$ cat src/nts_sq_unit.sv
`timescale 1ns / 1ps
`default_nettype none
// ----------------------------------------------------------------------------
// nts_sq_unit
// Shared weighted squarer: |diff|^2, doubled for shear terms, saturating.
// ----------------------------------------------------------------------------
module nts_sq_unit (
    input  wire logic               i_clk,
    input  wire logic               i_rst_n,
    input  wire logic               i_valid,
    input  wire logic signed [35:0] i_diff,
    input  wire logic               i_shear,
    output logic                    o_valid,
    output logic             [63:0] o_sq
);

    logic [35:0] w_mag;
    logic [63:0] w_prod;
    logic [63:0] n_sq;
    logic        r_valid;
    logic [63:0] r_sq;

    assign w_mag  = i_diff[35] ? 36'(-i_diff) : 36'(i_diff);
    assign w_prod = 64'(w_mag[31:0]) * 64'(w_mag[31:0]);

    always_comb begin
        if (|w_mag[35:32]) begin
            n_sq = '1;
        end else if (i_shear) begin
            n_sq = w_prod[63] ? '1 : {w_prod[62:0], 1'b0};
        end else begin
            n_sq = w_prod;
        end
    end

    always_ff @(posedge i_clk) begin
        if (!i_rst_n) begin
            r_valid <= 1'b0;
        end else begin
            r_valid <= i_valid;
        end
        r_sq <= n_sq;
    end

    assign o_valid = r_valid;
    assign o_sq    = r_sq;

endmodule
`default_nettype wire

$ cat config.mk
export PLATFORM = sky130hd
export DESIGN_NAME = nts_sq_unit
export DESIGN_NICKNAME = d
export VERILOG_FILES = /design/src/nts_sq_unit.sv
export SDC_FILE = /design/constraint.sdc
export NUM_CORES = 2
export LEC_CHECK = 0
export BUFFER_PORTS_ARGS = -buffer_cell sky130_fd_sc_hd__buf_2
export CAP_MARGIN = 20
export CORE_UTILIZATION = 50
export CTS_CLUSTER_SIZE = 28
export DETAILED_ROUTE_END_ITERATION = 10
export PLACE_DENSITY = 0.76
export SLEW_MARGIN = 20
export SYNTH_ARGS = -nofsm -noshare
export SYNTH_HDL_FRONTEND = slang
export SYNTH_SLANG_ARGS = --single-unit
$ cat constraint.sdc
create_clock -name i_clk -period 12.7 [get_ports i_clk]
set_input_delay 1.27 -clock i_clk [delete_from_list [all_inputs] [get_ports i_clk]]
set_output_delay 1.27 -clock i_clk [all_outputs]
set_load 0.02 [all_outputs]
==> out/summary.txt <==
Hold_sp - i_valid
Clock Tree Buf Depth - 2
Hold/Removal Path Class - input port to flop
Tcrit/Tclk final - 0.915
Number of fill cells - 5734
Count of final setup violators - 0
1st-iter DRT viols - 2266
CTS root buffer - clkbuf_16
Dpl hpwl - 78200 µm
Type of origin of the critical path - input port
DR vias - 24900
Busiest metal layer after global routing - met2
# DRC - 0
Area leader, netlist - fa_1
WS Path Type - input port to flop
CTS Sinks - 65
Final Hold Viols - 0
FP Rows - 92
Final nets - 4753
Post-CTS Setup Inserts - 0
Die Height - 254 µm
Hold buffer count at cts - 0
Pins Over Slew Limit - 0
Synthesis warning total - 0
Top cell by count, worst path - fa_1
DRT Pass-1 Iters - 7
Fin Setup TNS - 0 ns
Min Tclk post-route - 11.63 ns
Flop and latch count out of synthesis - 65
DIE WIDTH - 254 µm
Data required, critical path - 12.87 ns
Post-Route WL - 93300 µm
WL/cell - 20.8 µm
Max_slew headroom - 0.169
Cells after Synth - 3576
Num CTS Buffers - 9
Vias per cell - 5.54
Status - complete, no violations
Met1 Usage GRT - 0.381
Crit path largest cell delay - 0.61 ns
RSZ-0062 raised after global routing - false
Share of the synthesized area in the top cell type - 0.499
First-pass GRT wire length - 146000 µm
IO Count - 105
Yosys cell types - 69
Largest net degree at the start of global routing - 72
Layout area overhead - 6.54%
Most frequent cells in the layout - inv_1, fa_1, nand2_1, nor2_1, ha_1
Post-route cell area - 34000 µm²
Initial Util - 0.505
Final Wtd Congestion - 1.09
Layout cells sized above 1 - 0.0638
Core Area - 63100 µm²
Overflow after GRT - 0
Max-cap violations - 0
Vias in the first global route - 26600
TritonCTS clock tree - yes
Slew @ Worst Pin - 1.23 ns
Ranking of synthesized cells by area - fa_1, inv_1, ha_1
Syn Std Cell Area - 31900 µm²
WP data arrival - 11.80 ns
Antenna violations before repair - 1
Met3 global-route usage - 0.0633
GR Layer Usage met2 - 0.486
Largest fanout on the critical path - 20
Ys flop type - dfxtp_1
Most common cell after layout, fill and taps aside - inv_1
Min-Delay Path Depth - 2
Die Area - 64800 µm²
CP endpoint kind - flop
Async SR Flop Fraction - 0
Cell Area, Placed - 33600 µm²
Port Buf Inserts - 104
CP max stage cell - or3b_2
H-tree depth - 3
Sequential area share after synthesis - 0.0408
Clock transition at path regs - 0.05 ns
All-layer global routing usage - 0.300
Post-synth EDFFs - 0
Hold Path Sink - o_valid
Syn avg cell area - 8.91 µm²
Routed Antenna Nets - 0
Post-CTS sizing - 0
F_max - 86.0 MHz
-- cell usage after synthesis (4+ instances only) --
master / count
o21a_1: 9
inv_2: 4
clkinv_1: 6
inv_1: 984
a21boi_0: 7
clkbuf_1: 112
a221oi_1: 5
nand2_1: 380
a21o_1: 47
xor2_1: 52
and3_1: 9
or2_2: 7
nand4_1: 18
and4_1: 4
and2_1: 10
mux2i_1: 8
o41ai_1: 4
a31o_2: 6
o21bai_1: 19
nand4b_1: 5
o211ai_1: 25
buf_4: 7
a211o_1: 4
fa_1: 795
nor2_1: 313
dfxtp_1: 65
xnor2_1: 65
ha_1: 284
o21ai_0: 55
o21ai_1: 12
nand3_1: 50
o31ai_1: 10
buf_1: 6
a21oi_1: 83
or3_1: 10
nor3_1: 17
a31oi_1: 14
or4_1: 8
nand2b_1: 7
nor4_1: 6
-- worst max-delay path: cells and delay by family --
kind	cells	cell delay, ns
compound gates	6	2.02
simple gates	7	2.61
buf+inv	8	1.01
fa+ha+maj	10	4.71
xor+xnor	1	0.15
-- sequential cells by signal, indices dropped and copies added, names as in the netlist --
signal   flops
o_sq        64
o_valid      1
-- cells by family after synthesis --
| group | count (synthesis) | synth area share |
|---|---|---|
| xor gates and xnor gates | 117 | 0.0322 |
| muxes | 11 | 0.00357 |
| other | 1 | 0.000118 |
| buffers and inverters | 1122 | 0.133 |
| adders and majority gates | 1079 | 0.611 |
| AOI/OAI and AO/OA | 327 | 0.0671 |
| DFF | 65 | 0.0408 |
| and+or+nand+nor | 854 | 0.112 |
-- final cells by class --
class                   count  area, µm²  area share
repair buffers            174       1060      0.0312
well taps                 846       1060      0.0312
inverters                 994       3730       0.110
clock buffers              10        239     0.00704
clock inverters             6       90.1     0.00265
multi-input cells        2390      26500       0.780
diodes                      2       5.00    0.000147
flip-flops and latches     65       1300      0.0383
-- layer usage --
layer | vias to the layer above | part of all wire | wire (µm)
li1 | 10700 | - | -
met1 | 12500 | 0.36 | 33600
met2 | 1321 | 0.46 | 43300
met3 | 347 | 0.11 | 10400
met4 | 2 | 0.064 | 6010
met5 | - | 0.00035 | 33
-- metrics by stage --
step / utilization / std cells / setup WS (ns) / hold WS [ns]
after floorplan: - / 3577 / 2.06 / 1.39
after global placement: 0.533 / 4469 / 1.15 / 1.47
after detailed placement: 0.533 / 4469 / 0.910 / 1.48
after CTS: 0.538 / 4485 / 1.22 / 1.14
after global routing: 0.538 / 4485 / 0.752 / 1.15
final: 0.538 / 4487 / 1.07 / 1.14
-- how the worst max path moves through the flow --
stage	start	endpoint	slack, ns
floorplan	i_diff[0]	o_sq[63]	2.06
global placement	i_diff[0]	o_sq[17]	1.15
detailed placement	i_diff[1]	o_sq[58]	0.91
CTS	i_diff[1]	o_sq[17]	1.22
global route	i_diff[1]	o_sq[62]	0.75
finish	i_diff[1]	o_sq[62]	1.07
Power is left out: the tool's default activity adds up to more than one toggle a clock period on the data nets, which glitch-free logic cannot reach.
