**config.mk**
```make
export PLATFORM = sky130hd
export DESIGN_NAME = nts_cfg_regs
export DESIGN_NICKNAME = d
export VERILOG_FILES = /design/src/nts_pkg.sv /design/src/nts_cfg_regs.sv
export SDC_FILE = /design/constraint.sdc
export NUM_CORES = 1
export LEC_CHECK = 0
export ABC_CLOCK_PERIOD_IN_PS = 1400
export BUFFER_PORTS_ARGS = -buffer_cell sky130_fd_sc_hd__buf_2
export CELL_PAD_IN_SITES_DETAIL_PLACEMENT = 2
export CELL_PAD_IN_SITES_GLOBAL_PLACEMENT = 2
export CORE_AREA = 2 2 230 210
export DETAILED_ROUTE_END_ITERATION = 10
export DIE_AREA = 0 0 232 212
export PLACE_DENSITY_LB_ADDON = 0.1
export SETUP_SLACK_MARGIN = 0.2
export SLEW_MARGIN = 10
export SYNTH_ARGS = -nofsm -noshare
export SYNTH_HDL_FRONTEND = slang
export SYNTH_SLANG_ARGS = --single-unit
```
**constraint.sdc**
```tcl
create_clock -name i_clk -period 1.4 [get_ports i_clk]
set_clock_uncertainty 0.2 [all_clocks]
set_input_delay 0.14 -clock i_clk [delete_from_list [all_inputs] [get_ports i_clk]]
set_output_delay 0.14 -clock i_clk [all_outputs]
set_load 0.01 [all_outputs]
```
**src/nts_pkg.sv**
```systemverilog
`timescale 1ns / 1ps
`default_nettype none
// ----------------------------------------------------------------------------
// nts_pkg
// Types, constants and helpers shared by the nearest tensor search block.
// ----------------------------------------------------------------------------
package nts_pkg;

    localparam int unsigned NTS_MAX_POINTS     = 1024;
    localparam int unsigned NTS_COMPONENT_BITS = 32;
    localparam int unsigned NTS_NCOMP          = 6;
    localparam int unsigned NTS_NKIND          = 3;

    localparam int unsigned CFG_ADDR_W = 6;
    localparam int unsigned CFG_DATA_W = 64;

    typedef enum logic [2:0] {
        REG_DIM_MODE   = 3'd0,
        REG_STRESS_TOL = 3'd1,
        REG_OTHER_TOL  = 3'd2,
        REG_STRESS_LIM = 3'd3,
        REG_OTHER_LIM  = 3'd4,
        REG_PRESS_WIN  = 3'd5
    } t_reg_idx;

    typedef enum logic [1:0] {
        OP_CLEAR  = 2'd0,
        OP_LOAD   = 2'd1,
        OP_QUERY  = 2'd2,
        OP_FQUERY = 2'd3
    } t_opcode;

    typedef enum logic [1:0] {
        KIND_STRESS = 2'd0,
        KIND_STRAIN = 2'd1,
        KIND_FABRIC = 2'd2,
        KIND_BAD    = 2'd3
    } t_kind;

    typedef enum logic [1:0] {
        ST_DONE     = 2'd0,
        ST_MATCH    = 2'd1,
        ST_NO_MATCH = 2'd2,
        ST_REJECTED = 2'd3
    } t_status;

    typedef struct packed {
        logic [1:0]         opcode;
        logic [9:0]         entry;
        logic [1:0]         kind;
        logic signed [31:0] comp_xx;
        logic signed [31:0] comp_yy;
        logic signed [31:0] comp_zz;
        logic signed [31:0] comp_xy;
        logic signed [31:0] comp_yz;
        logic signed [31:0] comp_zx;
        logic signed [31:0] pressure;
    } t_in_item;

    typedef struct packed {
        logic [1:0]  status;
        logic [9:0]  match_index;
        logic        within_tolerance;
        logic [63:0] squared_distance;
    } t_out_item;

    typedef struct packed {
        logic        dimension_mode;
        logic [62:0] stress_tolerance_sq;
        logic [62:0] other_tolerance_sq;
        logic [62:0] stress_limit_sq;
        logic [62:0] other_limit_sq;
        logic [30:0] pressure_window;
    } t_cfg;

    // Floor mean of the normal terms: (a+b)/2 in plane mode, (a+b+c)/3 in solid.
    // Division by three: offset to non-negative, split at bit 18 (2^18 = 1 mod 3),
    // then a reciprocal multiply on the small remainder sum.
    function automatic logic signed [33:0] nts_mean(
        input logic signed [31:0] a,
        input logic signed [31:0] b,
        input logic signed [31:0] c,
        input logic               solid
    );
        logic signed [33:0] s;
        logic [33:0]        u;
        logic [15:0]        hi;
        logic [17:0]        lo;
        logic [18:0]        v;
        logic [32:0]        p1;
        logic [38:0]        p2;
        logic [33:0]        q3;
        s = 34'(a) + 34'(b) + (solid ? 34'(c) : 34'sd0);
        u = 34'(s) + 34'(64'd6442450944);
        hi = u[33:18];
        lo = u[17:0];
        v  = 19'(hi) + 19'(lo);
        p1 = 33'(hi) * 33'(17'd87381);
        p2 = 39'(v) * 39'(20'd699051);
        q3 = 34'(p1) + 34'(p2[38:21]);
        if (solid) begin
            return signed'(q3 - 34'(64'd2147483648));
        end
        return s >>> 1;
    endfunction

endpackage
`default_nettype wire

```
**src/nts_cfg_regs.sv**
```systemverilog
`timescale 1ns / 1ps
`default_nettype none
// ----------------------------------------------------------------------------
// nts_cfg_regs
// APB register bank: mode, tolerances, limits and pressure window.
// ----------------------------------------------------------------------------
module nts_cfg_regs import nts_pkg::*; (
    input  wire logic                  i_clk,
    input  wire logic                  i_rst_n,
    input  wire logic                  psel,
    input  wire logic                  penable,
    input  wire logic                  pwrite,
    input  wire logic [CFG_ADDR_W-1:0] paddr,
    input  wire logic [CFG_DATA_W-1:0] pwdata,
    output logic      [CFG_DATA_W-1:0] prdata,
    output logic                       pready,
    output t_cfg                       o_cfg
);

    t_cfg     r_cfg;
    t_reg_idx w_idx;
    logic     w_wr;

    assign pready = 1'b1;
    assign w_idx  = t_reg_idx'(paddr[5:3]);
    assign w_wr   = psel && penable && pwrite;
    assign o_cfg  = r_cfg;

    always_ff @(posedge i_clk) begin
        if (!i_rst_n) begin
            r_cfg.dimension_mode      <= 1'b1;
            r_cfg.stress_tolerance_sq <= 63'd4294967296;
            r_cfg.other_tolerance_sq  <= 63'd43;
            r_cfg.stress_limit_sq     <= 63'd429496729600000000;
            r_cfg.other_limit_sq      <= 63'd4294967296;
            r_cfg.pressure_window     <= 31'd6554;
        end else if (w_wr) begin
            case (w_idx)
                REG_DIM_MODE:   r_cfg.dimension_mode      <= pwdata[0];
                REG_STRESS_TOL: r_cfg.stress_tolerance_sq <= pwdata[62:0];
                REG_OTHER_TOL:  r_cfg.other_tolerance_sq  <= pwdata[62:0];
                REG_STRESS_LIM: r_cfg.stress_limit_sq     <= pwdata[62:0];
                REG_OTHER_LIM:  r_cfg.other_limit_sq      <= pwdata[62:0];
                REG_PRESS_WIN:  r_cfg.pressure_window     <= pwdata[30:0];
                default: ;
            endcase
        end
    end

    always_comb begin
        case (w_idx)
            REG_DIM_MODE:   prdata = 64'(r_cfg.dimension_mode);
            REG_STRESS_TOL: prdata = 64'(r_cfg.stress_tolerance_sq);
            REG_OTHER_TOL:  prdata = 64'(r_cfg.other_tolerance_sq);
            REG_STRESS_LIM: prdata = 64'(r_cfg.stress_limit_sq);
            REG_OTHER_LIM:  prdata = 64'(r_cfg.other_limit_sq);
            REG_PRESS_WIN:  prdata = 64'(r_cfg.pressure_window);
            default:        prdata = '0;
        endcase
    end

endmodule
`default_nettype wire

```
==> results.md <==
* Max-slew violations at 0
* RSZ-0062 raised after global routing: yes
* Biggest fanout along the worst timing path at 2
* Core region area at 47100 sq um
* Gate power share at 10.9%
* Source of the worst hold timing path: i_rst_n
* Post-detailed-route DRC marker count at 0
* Share of the core filled with cells in the final layout at 49.7%
* Sequential area share after synthesis at 45.4%
* Crit share post-route at 139%
* Max frequency at 0.516 GHz
* Number of max-cap violations at 0
* Nets in the synthesized netlist at 1335
* Buffer cell driving the clock tree root: sky130_fd_sc_hd__clkbuf_16
* Number of nets with antenna violations after detailed routing at 0
* Area growth syn-to-layout at 86.9%
* Arrival @ worst endpoint at 1.60 ns
* Library cells used by synthesis at 29
* DP Worst Slack at -0.613 ns
* Initial Util at 26.6%
* Drt via density at 4.90
* Compound-Gate Fraction of Synth Area at 11.4%
* DR WL/cell at 25.6 um
* Total I/O pin count at 424
* Total wire length at 67000 um
* Crit. End Element: output pin
* Setup violators final at 261
* Slew at the pin closest to its max-slew limit at 0.764 ns
* Multiplexer area fraction after synthesis at 26.3%
* Total negative slack for setup checks at -39.22 ns
* Synthesized area per cell at 9.93 sq um
* Violations in the final reports: negative hold slack, negative setup slack
* Final global-route overflow total at 0
* Worst Hold Class: primary input to register
* Pin count of the biggest net entering global routing at 54
* Clock latency reported for the late side of the worst-skew pair at 0.54 ns
* Most common library cell in the layout ignoring fill and taps: sky130_fd_sc_hd__buf_6
* Number of clock sinks at 284
* WP data required at 1.06 ns
* Count of nets after finishing at 2048
* CTS tree: done
* Endpoint of the worst hold-timing path: o_cfg[12]
* Via total after detailed routing at 12900
* Fraction of layout cells with a size suffix above 1 at 60.5%
* Most frequent cells in the layout: 413 x sky130_fd_sc_hd__buf_6, 321 x sky130_fd_sc_hd__nand2_1, 278 x sky130_fd_sc_hd__mux2i_1
* Count of standard-cell rows at 76
* Worst Reg2Reg Path Length in Cells at 7
* Simple-Gate Fraction of Synth Area at 10.8%
* GP Congestion at 0.762
* Lkg Pwr at 10.2 nW
* Switching Power at 5.03 mW
* Register share of total power at 42.3%
* Clock network power share at 46.8%
* Final setup slack of the worst path at -0.540 ns
* Chip height at 212 um
* Chip Width at 232 um
* R2r startpoint: o_cfg[154]
* Status: finished with violations
* Worst vdd ir at 0.621 mV
* Count of cells along the worst hold path at 2
* Warnings, synthesis at 0
* Critical path startpoint category: register
* Minimum period implied by the final worst setup slack at 1.94 ns
* P per Cell Area at 820 nW/um^2
* Hold violation count in the final report at 106
* Dominant combinational cell family by area after synthesis: multiplexers
* First-pass GRT wire length at 92800 um
* Number of antenna violations at the first check in global routing at 4
* Parity-gate share of the synthesized area counting xor and xnor cells at 0%
* Flip-flop count of the largest register after layout at 284
* Final worst hold slack at -0.252 ns
* Worst rel slew slack at 48.9%
* Switching share of power at 26.2%
* Final Instance Area at 23400 sq um
* First-iteration detailed-routing DRC count at 505
* Detail Placement HPWL at 39200 um
* Gate count of the mapped netlist at 1260
* Mapped cell area at 12500 sq um
* Number of global-route vias before repair at 14100
* Adder and majority gate portion of the synthesized area at 0%
* Reg-to-reg slack, setup at 0.05 ns
* Worst flop-to-flop path endpoint: o_cfg[154]
* WS Path Type: register to output pin
* Maximum buffer depth of the clock tree at 3
* TritonCTS buffer count at 36
* Number of storage elements in the synthesis netlist at 284
* Area after DPL at 16700 sq um
* Htree depth at 2
* Global routing usage summed across all routing layers at 25.5%
* Clock slew seen by the registers of the worst setup and hold paths at 0.06 ns
* Port buffer count at 417
* Area of the die at 49200 sq um
* Number of iterations in the first detailed-routing pass at 5
* Internal power of the cells at 14.1 mW
==> power groups by stage <==
stage	registers, mW	logic, mW	clock network [mW]
after floorplan	8.40	0.829	0
after global placement	8.38	1.51	0
after detailed placement	8.38	1.52	0
after CTS	8.18	1.97	9.14
after global routing	8.11	2.20	9.53
final	8.11	2.09	8.97
==> cell usage after synthesis <==
cell type,n,area share (%)
sky130_fd_sc_hd__a221o_1,30,2.4
sky130_fd_sc_hd__a22oi_1,32,1.9
sky130_fd_sc_hd__buf_1,3,0.090
sky130_fd_sc_hd__buf_2,25,1.0
sky130_fd_sc_hd__buf_4,12,0.72
sky130_fd_sc_hd__buf_6,22,2.0
sky130_fd_sc_hd__clkbuf_1,52,1.6
sky130_fd_sc_hd__conb_1,2,0.060
sky130_fd_sc_hd__dfxtp_1,284,45
sky130_fd_sc_hd__inv_1,24,0.72
sky130_fd_sc_hd__mux2_2,32,2.9
sky130_fd_sc_hd__mux2i_1,290,23
sky130_fd_sc_hd__mux4_2,1,0.18
sky130_fd_sc_hd__nand2_1,321,9.6
sky130_fd_sc_hd__nand2b_1,1,0.050
sky130_fd_sc_hd__nand2b_4,1,0.11
sky130_fd_sc_hd__nand4_4,1,0.17
sky130_fd_sc_hd__nand4b_1,1,0.070
sky130_fd_sc_hd__nor2_1,3,0.090
sky130_fd_sc_hd__nor2_4,2,0.18
sky130_fd_sc_hd__nor2_8,1,0.16
sky130_fd_sc_hd__nor2b_1,3,0.15
sky130_fd_sc_hd__nor3b_1,1,0.060
sky130_fd_sc_hd__o211ai_1,8,0.48
sky130_fd_sc_hd__o21ai_0,25,1.0
sky130_fd_sc_hd__o22ai_1,1,0.050
sky130_fd_sc_hd__o2bb2ai_1,62,4.3
sky130_fd_sc_hd__o311ai_0,17,1.2
sky130_fd_sc_hd__or2_1,3,0.15
==> what timing repair did <==
item	CTS	global route
hold buffers	64	1
setup buffers	84	55
gates cloned	21	1
pin swaps	39	31
gates resized for setup	765	195
endpoints found under the hold margin	284	101
setup endpoints to repair	551	570
==> per-layer routing <==
metal  vias to the layer above  share of wire [%]  global-route usage (%)
met2                       343                 49                    43.5
met3                        98                4.6                    5.14
met1                      6518                 43                    31.8
met4                         4                3.0                    8.89
li1                       5897                  -                       -
met5                         -              0.037                       0
==> worst max path at each step <==
stage,startpoint,endpoint,cells past startpoint
after CTS,o_cfg[94],prdata[0],4
after global routing,o_cfg[283],prdata[0],4
final,o_cfg[283],prdata[0],4
after detailed placement,paddr[4],prdata[55],8
after global placement,paddr[4],prdata[49],8
after floorplan,paddr[5],o_cfg[235],6
==> area by class of cell <==
type,instances,area [sq um]
clock inverter,9,47.5
fill,4709,23700
inverter,24,90.1
tap,624,781
antenna,3,7.51
multi-input combinational,839,6770
sequential,284,6200
clock buffer,51,1040
timing repair buffer,788,8460
==> worst max-delay path, cell delays in order, from the launching register on <==
cell	delay, ns
sky130_fd_sc_hd__dfxtp_2	0.33
sky130_fd_sc_hd__mux4_2	0.46
sky130_fd_sc_hd__inv_2	0.07
sky130_fd_sc_hd__o22ai_2	0.06
sky130_fd_sc_hd__buf_6	0.14
==> logic make-up (layout without fill, tap and decap cells) <==
group,count (synthesis),count (layout)
multiplexers,323,323
AO/OA/AOI/OAI,175,175
AND/OR/NAND/NOR,338,339
buffers and inverters,138,872
flip-flops,284,284
other,2,5
==> per-stage QoR <==
stage / power, mW / std cells
2_1_floorplan: 9.23 / 1260
3_3_place_gp: 9.88 / 2333
3_5_place_dp: 9.90 / 2333
4_1_cts: 19.3 / 2562
5_1_grt: 19.8 / 2621
6_report: 19.2 / 2622
No activity file was read; power rests on OpenSTA's default activity.
